[config.mk]
export PLATFORM = sky130hd
export DESIGN_NAME = nand_expression_stack_evaluator_top
export DESIGN_NICKNAME = d
export VERILOG_FILES = /design/src/hw/rtl/nesev_pkg.sv /design/src/hw/rtl/nand_expression_stack_evaluator_top.sv /design/src/hw/rtl/nesev_stack.sv
export SDC_FILE = /design/constraint.sdc
export NUM_CORES = 1
export LEC_CHECK = 0
export ABC_AREA = 1
export BUFFER_PORTS_ARGS = -buffer_cell sky130_fd_sc_hd__buf_4
export CAP_MARGIN = 15
export CORE_MARGIN = 1.5
export CORE_UTILIZATION = 45
export CTS_CLUSTER_DIAMETER = 50
export DETAILED_ROUTE_END_ITERATION = 16
export RECOVER_POWER = 25
export SYNTH_ARGS = -nofsm -noshare
export SYNTH_HDL_FRONTEND = slang
export SYNTH_SLANG_ARGS = --single-unit
[constraint.sdc]
create_clock -name aclk -period 9.4 [get_ports aclk]
set_input_delay 2.82 -clock aclk [delete_from_list [all_inputs] [get_ports aclk]]
set_output_delay 2.82 -clock aclk [all_outputs]
set_load 0.01 [all_outputs]
[src/hw/rtl/nesev_pkg.sv]
// Shared types, constants and helpers of the NAND expression stack evaluator.
package nesev_pkg;

    localparam int STACK_DEPTH = 64;
    localparam int COUNT_W     = $clog2(STACK_DEPTH + 1);
    localparam int SYMBOL_W    = 8;
    localparam int VAR_W       = 26;
    localparam int VAR_IDX_W   = 5;
    localparam int OUT_DATA_W  = 8;

    localparam logic [SYMBOL_W-1:0] SYM_OPEN  = 8'h28;
    localparam logic [SYMBOL_W-1:0] SYM_CLOSE = 8'h29;
    localparam logic [SYMBOL_W-1:0] SYM_SPACE = 8'h20;
    localparam logic [SYMBOL_W-1:0] SYM_A     = 8'h61;
    localparam logic [SYMBOL_W-1:0] SYM_Z     = 8'h7A;

    // Stack entry: bit 1 marks a filled entry, bit 0 carries its value.
    typedef logic [1:0] entry_t;
    localparam entry_t ENTRY_EMPTY = 2'b00;
    localparam entry_t ENTRY_FULL  = 2'b10;

    typedef enum logic [1:0] {
        OP_NONE,
        OP_PUSH,
        OP_POP,
        OP_OPERAND
    } op_kind_t;

    typedef struct packed {
        op_kind_t kind;
        logic     bit_val;
        logic     last;
    } step_t;

    typedef struct packed {
        logic               value;
        logic               present;
        logic               overflow;
        logic [COUNT_W-1:0] depth;
    } report_t;

    // Folds an incoming entry into a target entry with NAND.
    function automatic entry_t merge_entry(entry_t target, entry_t incoming);
        entry_t res;
        if (!target[1]) begin
            res = incoming;
        end else if (!incoming[1]) begin
            res = ENTRY_FULL | 2'b01;
        end else begin
            res = ENTRY_FULL | {1'b0, ~(target[0] & incoming[0])};
        end
        return res;
    endfunction

endpackage

[src/hw/rtl/nand_expression_stack_evaluator_top.sv]
// Top level of the NAND expression stack evaluator.
//
//  Channel  Dir  Handshake          Payload
//  s_       in   s_tvalid/s_tready  s_tdata = symbol, s_tlast = end_of_formula
//  m_       out  m_tvalid/m_tready  m_tdata = value, value_present, overflow
//  cfg_     in   cfg_valid/cfg_ready cfg_data = variable_bits (a in bit 0)
//
// One character beat is taken every clock cycle while no stalled result holds
// it; the stack update for a character is a single register-to-register step
// on a flip-flop shift stack. A result beat is registered on m_ once the
// formula's last beat has stepped the stack. Reset is synchronous and active
// low; it leaves a single empty stack entry and the variable bits at zero. A
// stalled result holds only a formula's end and what follows; earlier characters flow.
module nand_expression_stack_evaluator_top (
    input  logic                          aclk,
    input  logic                          aresetn,
    // Input characters.
    input  logic                          s_tvalid,
    output logic                          s_tready,
    input  logic [nesev_pkg::SYMBOL_W-1:0] s_tdata,   // [7:0] symbol
    input  logic                          s_tlast,
    // Results.
    output logic                          m_tvalid,
    input  logic                          m_tready,
    output logic [nesev_pkg::OUT_DATA_W-1:0] m_tdata, // [0] value, [1] value_present,
                                                      // [2] overflow, [7:3] zero
    // Variable truth values.
    input  logic                          cfg_valid,
    output logic                          cfg_ready,
    input  logic [nesev_pkg::VAR_W-1:0]   cfg_data
);
    import nesev_pkg::*;

    // Input register stage.
    logic                 in_valid_reg;
    logic [SYMBOL_W-1:0]  in_symbol_reg;
    logic                 in_last_reg;

    // Result register stage.
    logic                 out_valid_reg, out_valid_next;
    logic [OUT_DATA_W-1:0] out_data_reg;

    logic [VAR_W-1:0]     var_bits_reg;

    logic                 out_free;
    logic                 advance;
    logic [SYMBOL_W-1:0]  letter_offset;
    step_t                step;
    report_t              report;

    // A character steps the stack when it exists, unless it ends a formula
    // and the previous result still waits in the output register with m_tready low.
    assign out_free = !out_valid_reg || m_tready;
    assign advance  = in_valid_reg && (!in_last_reg || out_free);
    assign s_tready = !in_valid_reg || advance;
    assign cfg_ready = 1'b1;

    always_ff @(posedge aclk) begin
        if (!aresetn) begin
            var_bits_reg <= '0;
        end else if (cfg_valid && cfg_ready) begin
            var_bits_reg <= cfg_data;
        end
    end

    always_ff @(posedge aclk) begin
        if (!aresetn) begin
            in_valid_reg <= 1'b0;
        end else if (s_tready) begin
            in_valid_reg <= s_tvalid;
        end
    end

    always_ff @(posedge aclk) begin
        if (s_tready && s_tvalid) begin
            in_symbol_reg <= s_tdata;
            in_last_reg   <= s_tlast;
        end
    end

    // Character decode. Anything that is not a bracket, a space or a
    // lowercase letter is an operand that reads zero.
    assign letter_offset = in_symbol_reg - SYM_A;

    always_comb begin
        step.last    = in_last_reg;
        step.bit_val = 1'b0;
        priority if (in_symbol_reg == SYM_OPEN) begin
            step.kind = OP_PUSH;
        end else if (in_symbol_reg == SYM_CLOSE) begin
            step.kind = OP_POP;
        end else if (in_symbol_reg == SYM_SPACE) begin
            step.kind = OP_NONE;
        end else begin
            step.kind = OP_OPERAND;
            if (in_symbol_reg >= SYM_A && in_symbol_reg <= SYM_Z) begin
                step.bit_val = var_bits_reg[letter_offset[VAR_IDX_W-1:0]];
            end
        end
    end

    nesev_stack u_stack (
        .aclk    (aclk),
        .aresetn (aresetn),
        .step_en (advance),
        .step    (step),
        .report  (report)
    );

    always_comb begin
        out_valid_next = out_valid_reg;
        if (advance && in_last_reg) begin
            out_valid_next = 1'b1;
        end else if (m_tready) begin
            out_valid_next = 1'b0;
        end
    end

    always_ff @(posedge aclk) begin
        if (!aresetn) begin
            out_valid_reg <= 1'b0;
        end else begin
            out_valid_reg <= out_valid_next;
        end
    end

    always_ff @(posedge aclk) begin
        if (advance && in_last_reg) begin
            out_data_reg <= {{(OUT_DATA_W-3){1'b0}},
                             report.overflow, report.present, report.value};
        end
    end

    assign m_tvalid = out_valid_reg;
    assign m_tdata  = out_data_reg;

`ifndef ASSERT_OFF
    // A new character never lands on one that has not yet stepped the stack.
    a_no_input_overrun: assert property (@(posedge aclk) disable iff (!aresetn)
        (s_tvalid && s_tready && in_valid_reg) |-> advance)
        else $error("input stage overwritten before stepping");

    // The end of a formula always produces a result beat.
    a_result_loaded: assert property (@(posedge aclk) disable iff (!aresetn)
        (advance && in_last_reg) |=> out_valid_reg)
        else $error("formula end produced no result");

    // After a formula ends the next one starts on a single entry.
    a_stack_restart: assert property (@(posedge aclk) disable iff (!aresetn)
        (advance && in_last_reg) |=> (report.depth == COUNT_W'(1)))
        else $error("stack not restarted after formula end");

    // The stack depth stays within one and the stack size.
    a_depth_range: assert property (@(posedge aclk) disable iff (!aresetn)
        (report.depth >= COUNT_W'(1)) && (report.depth <= COUNT_W'(STACK_DEPTH)))
        else $error("stack depth out of range");
`endif

endmodule

[src/hw/rtl/nesev_stack.sv]
// Register stack of empty-or-bit entries with push, pop-and-merge and top update.
module nesev_stack (
    input  logic              aclk,
    input  logic              aresetn,
    input  logic              step_en,
    input  nesev_pkg::step_t  step,
    output nesev_pkg::report_t report
);
    import nesev_pkg::*;

    entry_t               top_reg, top_next;
    entry_t               below_reg  [STACK_DEPTH-1];
    entry_t               below_next [STACK_DEPTH-1];
    logic [COUNT_W-1:0]   count_reg, count_next;
    logic                 ovf_reg, ovf_next;
    entry_t               top_after;
    logic [COUNT_W-1:0]   count_after;

    always_comb begin
        top_after   = top_reg;
        count_after = count_reg;
        ovf_next    = ovf_reg;
        for (int i = 0; i < STACK_DEPTH - 1; i++) begin
            below_next[i] = below_reg[i];
        end
        unique case (step.kind)
            OP_PUSH: begin
                if (count_reg < COUNT_W'(STACK_DEPTH)) begin
                    top_after     = ENTRY_EMPTY;
                    below_next[0] = top_reg;
                    for (int i = 1; i < STACK_DEPTH - 1; i++) begin
                        below_next[i] = below_reg[i-1];
                    end
                    count_after = count_reg + COUNT_W'(1);
                end else begin
                    ovf_next = 1'b1;
                end
            end
            OP_POP: begin
                if (count_reg > COUNT_W'(1)) begin
                    top_after = merge_entry(below_reg[0], top_reg);
                    for (int i = 0; i < STACK_DEPTH - 2; i++) begin
                        below_next[i] = below_reg[i+1];
                    end
                    count_after = count_reg - COUNT_W'(1);
                end
            end
            OP_OPERAND: begin
                top_after = merge_entry(top_reg, ENTRY_FULL | {1'b0, step.bit_val});
            end
            default: begin
            end
        endcase

        report.value    = top_after[1] & top_after[0];
        report.present  = top_after[1];
        report.overflow = ovf_next;
        report.depth    = count_reg;

        // The last character of a formula returns the stack to one empty entry.
        if (step.last) begin
            top_next   = ENTRY_EMPTY;
            count_next = COUNT_W'(1);
        end else begin
            top_next   = top_after;
            count_next = count_after;
        end
    end

    always_ff @(posedge aclk) begin
        if (!aresetn) begin
            top_reg   <= ENTRY_EMPTY;
            count_reg <= COUNT_W'(1);
            ovf_reg   <= 1'b0;
        end else if (step_en) begin
            top_reg   <= top_next;
            count_reg <= count_next;
            ovf_reg   <= step.last ? 1'b0 : ovf_next;
        end
    end

    always_ff @(posedge aclk) begin
        if (step_en) begin
            for (int i = 0; i < STACK_DEPTH - 1; i++) begin
                below_reg[i] <= below_next[i];
            end
        end
    end

endmodule

==> results.yml, run 1 <==
clock_tree:
  clkLatencyLatePin_ns: 0.43
  cts_buffers: 17
  path_clk_slew_ns: 0.07
  cts_tree: "built"
  post_cts_buffers: 0
  clock_sinks: 176
  ctsResizeCount: 0
  ctsHtreeMaxLevel: 4
  cts_buffer_depth: 2
  clockRootBuffer: "clkbuf_16"
  postCtsHoldBufs: 0
global_routing:
  grt_pass1_wl_um: 26000
  grt_start_max_net_pins: 84
  grt_usage_pct: 17.64
  antenna_found_initial: 0
  grt_pass1_vias: 5499
  grt_overflow: 0
die:
  core_sq_um: 17420
  io_pins: 51
  die_area_sq_um: 18790
  num_rows: 48
  die-width_um: 137.1
  initial_core_util_pct: 46.44
  die_h_um: 137.1
setup_path:
  path_cells: "inv_1 -> ha_1 -> inv_1 -> nand3_1 -> clkinvlp_2 -> buf_4 -> o21ai_0 -> o21ai_1 -> o311a_1"
  crit_type: "flop to flop"
  startpoint_type: "flop"
  cp.arrival_ns: 6.88
  cp_slowest_cell: "clkinvlp_2"
  crit_path_frequent_cell: "inv_1"
  path_delay_family: "buffers and inverters"
  cp-end-kind: "flop"
  crit_fanout: 76
  reg2reg_from: "in_symbol_reg[0]"
  critPathBufInv: 4
  worstPathRequired_ns: 9.72
  r2r_cells: 9
  critPathMaxStageDelay_ns: 2.15
  r2r_slack_ns: 2.84
  r2r_end: "u_stack.count_reg[1]"
final_layout:
  final_cell_mix: "315 x nand2_1, 154 x nand3_1, 138 x edfxtp_1"
  largest_reg_flops: 126
  fin_area_sq_um: 9072
  final_core_util_pct: 52.09
  fillers: 1675
  mostFrequentLayoutCell: "nand2_1"
  diodes: 0
  fin_nets: 955
  areaGrowthSynthToFinish_pct: 12.16
  drive_above_1_share_pct: 9.989
  final_cells: 1146
pwr:
  vdd_drop_max_uv: 129.4
  finalPower_mw: 1.613
  power.density_nw_per_um2: 177.8
  p_leak_nw: 3.713
routing:
  wl_um: 15740
  num_vias: 5965
  final_antenna_net_count: 0
  avgViaCountPerCell: 5.205
  first_pass_iters: 4
  drc_errors: 0
  drt_iter0_drc: 425
  wl_per_cell_um: 13.74
timing:
  rsz0062_at_grt: "no"
  finClkSkew_ns: 0.007583
  tns_ns: 0
  hold_viol: 0
  worst_pin_slew_ns: 1.944
  whs_ns: 0.4453
  max_freq_ghz: 0.1525
  finalSetupViolations: 0
  setup_ws_ns: 2.843
  slew_headroom_pct: -29.94
  fin_crit_sh_pct: 69.76
  maxSlewViolCount: 105
  period_minus_slack_ns: 6.557
synth:
  postSynthAreaPerCell_sq_um: 9.048
  ys_seq_elements: 176
  synthCells: 894
  ys_seq_area_share_pct: 60.63
  synth_area_leaders: "edfxtp_1 51%, nand2_1 15%, nand3_1 9.5%, dfxtp_1 9.4%, nor2_1 3.3%"
  synth_top_area_share_pct: 51.23
  synth_top_cell_by_area: "edfxtp_1"
  netlist_area_sq_um: 8089
  ys_types: 33
  yosysWarnings: 0
placement:
  port_buffers: 44
  place_congestion: 0.7779
  dpl-instance-area_sq_um: 8506
  dp_hpwl_um: 8832
  dpl_worst_slack_ns: 3.194
  dp_cells: 1114
worst_hold_path:
  min_path_cells: 0
  min_path_type: "flop to flop"
  whs_endpoint: "u_stack.below_reg[1][60]"
  worstHoldStart: "u_stack.below_reg[1][58]"
job:
  max-cap-violations: 2
run_status:
  status: "finished, violations left"
  violations: "capacitance limit, slew limit"
[report_power, final]
| group | switching, mW | leakage (nW) | total (mW) | internal [mW] |
|---|---|---|---|---|
| registers | 0.00807 | 1.56 | 0.849 | 0.841 |
| clock network | 0.309 | 0.278 | 0.703 | 0.394 |
| logic | 0.0352 | 1.87 | 0.0605 | 0.0254 |
[worst max path at each step]
stage / from / to / cells after the start
after detailed placement: m_tready / s_tready / 4
after global placement: m_tready / s_tready / 4
after CTS: m_tready / s_tready / 4
after floorplan: m_tready / u_stack.below_reg[0][0] / 6
after global routing: in_symbol_reg[0] / u_stack.count_reg[1] / 9
final: in_symbol_reg[0] / u_stack.count_reg[1] / 9
[cells in the mapped netlist (all sizes together)]
cell,number
o21ai,37
nand2,315
dfxtp,38
a21oi,8
o31ai,4
and2,1
o211ai,3
nor3,8
a31oi,1
nand4,4
clkbuf,19
xor2,2
buf,39
nand3,154
and3,1
nor4,1
edfxtp,138
conb,2
clkinv,1
inv,37
o311a,1
nor2,72
a211oi,1
ha,7
[per-layer routing]
| metal | track usage (%) | wire (um) | share of wire, % | vias up |
|---|---|---|---|---|
| met5 | 0 | 0 | 0 | - |
| met4 | 5.848 | 139 | 0.88 | 0 |
| met3 | 4.741 | 521 | 3.3 | 10 |
| met2 | 26.19 | 6940 | 44 | 94 |
| met1 | 25.01 | 8141 | 52 | 2845 |
| li1 | - | - | - | 3016 |
[layout make-up]
| class | count | area [sq um] | area share [%] |
|---|---|---|---|
| clock buffers | 17 | 425.4 | 4.689 |
| repair buffers | 49 | 364.1 | 4.013 |
| multi-input cells | 626 | 2791 | 30.77 |
| clock inverters | 15 | 160.2 | 1.765 |
| inverters | 38 | 145.1 | 1.600 |
| flip-flops and latches | 176 | 4905 | 54.06 |
| well taps | 225 | 281.5 | 3.103 |
[logic make-up after synthesis]
family	Yosys count	synth area share, %
flops	176	60.63
other cells	2	0.09284
compound gates	55	3.882
buf+inv	96	5.042
xor+xnor	2	0.2166
simple gates	556	29.05
fa+ha+maj	7	1.083
Note: power is estimated with default switching activity, not from simulation.
==> run 2: changes to the inputs <==
clock period = 6.6 ns   (was 9.4 ns; I/O delays follow)
==> run 2 against run 1 <==
Compared with the run above:
- the run now ends clean
- cell area is 0.19% higher
- core utilization is 0.10 points higher
- die area stayed put
- clock power is 45% higher
- sequential share of layout area is 0.10 points lower
- sequential power is 43% higher
==> results.yml, run 2 (synthesized netlist as in run 1, its figures left out) <==
placement:
  dp_hpwl_um: 9309
  port_buffers: 44
  dp_cells: 1116
  place_congestion: 0.7727
final_layout:
  largest_reg_flops: 126
  mostFrequentLayoutCell: "nand2_1"
  areaGrowthSynthToFinish_pct: 12.37
  final_cells: 1148
  diodes: 0
  final_cell_mix: "315 x nand2_1, 153 x nand3_1, 138 x edfxtp_1"
  fillers: 1634
  multi_input_area_sq_um: 2799
  drive_above_1_share_pct: 9.534
  fin_nets: 957
  seq_area_sq_um: 4905
routing:
  wl_um: 15790
  drc_errors: 0
  first_pass_iters: 5
  wl_per_cell_um: 13.76
  final_antenna_net_count: 0
  drt_iter0_drc: 513
  avgViaCountPerCell: 5.151
  num_vias: 5913
global_routing:
  antenna_found_initial: 0
  grt_pass1_vias: 5421
  grt_overflow: 0
  grt_pass1_wl_um: 26000
  grt_start_max_net_pins: 88
  grt_usage_pct: 17.59
job:
  max-cap-violations: 0
die:
  die_h_um: 137.1
  io_pins: 51
  initial_core_util_pct: 46.44
  num_rows: 48
  die_area_sq_um: 18790
  core_sq_um: 17420
  die-width_um: 137.1
worst_hold_path:
  worstHoldStart: "u_stack.below_reg[1][58]"
  min_path_type: "flop to flop"
clock_tree:
  postCtsHoldBufs: 0
  ctsResizeCount: 0
  post_cts_buffers: 0
  clockRootBuffer: "clkbuf_16"
  cts_buffer_depth: 2
  cts_tree: "built"
  ctsHtreeMaxLevel: 4
  clkLatencyLatePin_ns: 0.44
  path_clk_slew_ns: 0.06
  cts_buffers: 17
  clock_sinks: 176
setup_path:
  cp_slowest_cell: "nand3_1"
  crit_type: "input port to output port"
  crit_fanout: 3
  reg2reg_from: "in_symbol_reg[0]"
  cp-end-kind: "output port"
  path_cells: "clkbuf_4 -> nor2_1 -> nand3_1 -> buf_4"
  cp.arrival_ns: 2.71
  startpoint_type: "input port"
  critPathMaxStageDelay_ns: 0.22
  worstSetupStartpoint: "m_tready"
  worstPathRequired_ns: 4.62
pwr:
  vdd_drop_max_uv: 189.7
  power.density_nw_per_um2: 254.8
  p_leak_nw: 3.715
  finalPower_mw: 2.316
timing:
  maxSlewViolCount: 0
  fin_crit_sh_pct: 71.09
  tns_ns: 0
  hold_viol: 0
  max_freq_ghz: 0.2131
  worst_pin_slew_ns: 1.423
  finalSetupViolations: 0
  rsz0062_at_grt: "no"
  period_minus_slack_ns: 4.692
  finClkSkew_ns: 0.01684
  slew_headroom_pct: 4.611
run_status:
  status: "complete, no violations"
-- run 2: final cells by class --
class	instances	share of cell area [%]
clock buffer	19	4.763
clock inverter	13	1.789
inverter	38	1.597
multi-input combinational	626	30.79
sequential	176	53.96
tap	225	3.097
timing repair buffer	51	4.006
-- run 2: critical path: cells and delay by family --
family | cells | cell delay [ns]
and+or+nand+nor | 2 | 0.42
buffers and inverters | 2 | 0.31
-- run 2: path summary, 6_finish.rpt --
path,endpoint,slack (ns),cells past startpoint
worst min register to register,u_stack.below_reg[1][60],0.47,0
worst min-delay path,u_stack.below_reg[1][60],0.47,0
worst max-delay path,s_tready,1.91,4
worst max register to register,u_stack.below_reg[1][29],2.03,8
-- run 2: power breakdown --
group,internal [mW],switching (mW)
clock,0.597,0.424
combinational,0.0355,0.0499
sequential,1.20,0.0118
-- run 2: metrics by stage --
step / hold WS (ns) / setup WS (ns) / utilization (%) / instance area (sq um)
floorplan: 0.4268 / 0.5157 / - / 8107
global placement: 0.4566 / 1.888 / 48.92 / 8521
detailed placement: 0.4476 / 1.897 / 48.92 / 8521
CTS: 0.4714 / 1.893 / 52.34 / 9116
global route: 0.4761 / 1.503 / 52.19 / 9090
finish: 0.4702 / 1.908 / 52.19 / 9090
-- run 2: per-layer routing --
layer  global-route usage, %  vias up  routed length [um]
li1                        -     3011                   -
met1                   26.09     2783                8211
met2                   25.38      104                6902
met3                   4.148       15                 522
met4                   5.439        0                 155
met5                       0        -                   0
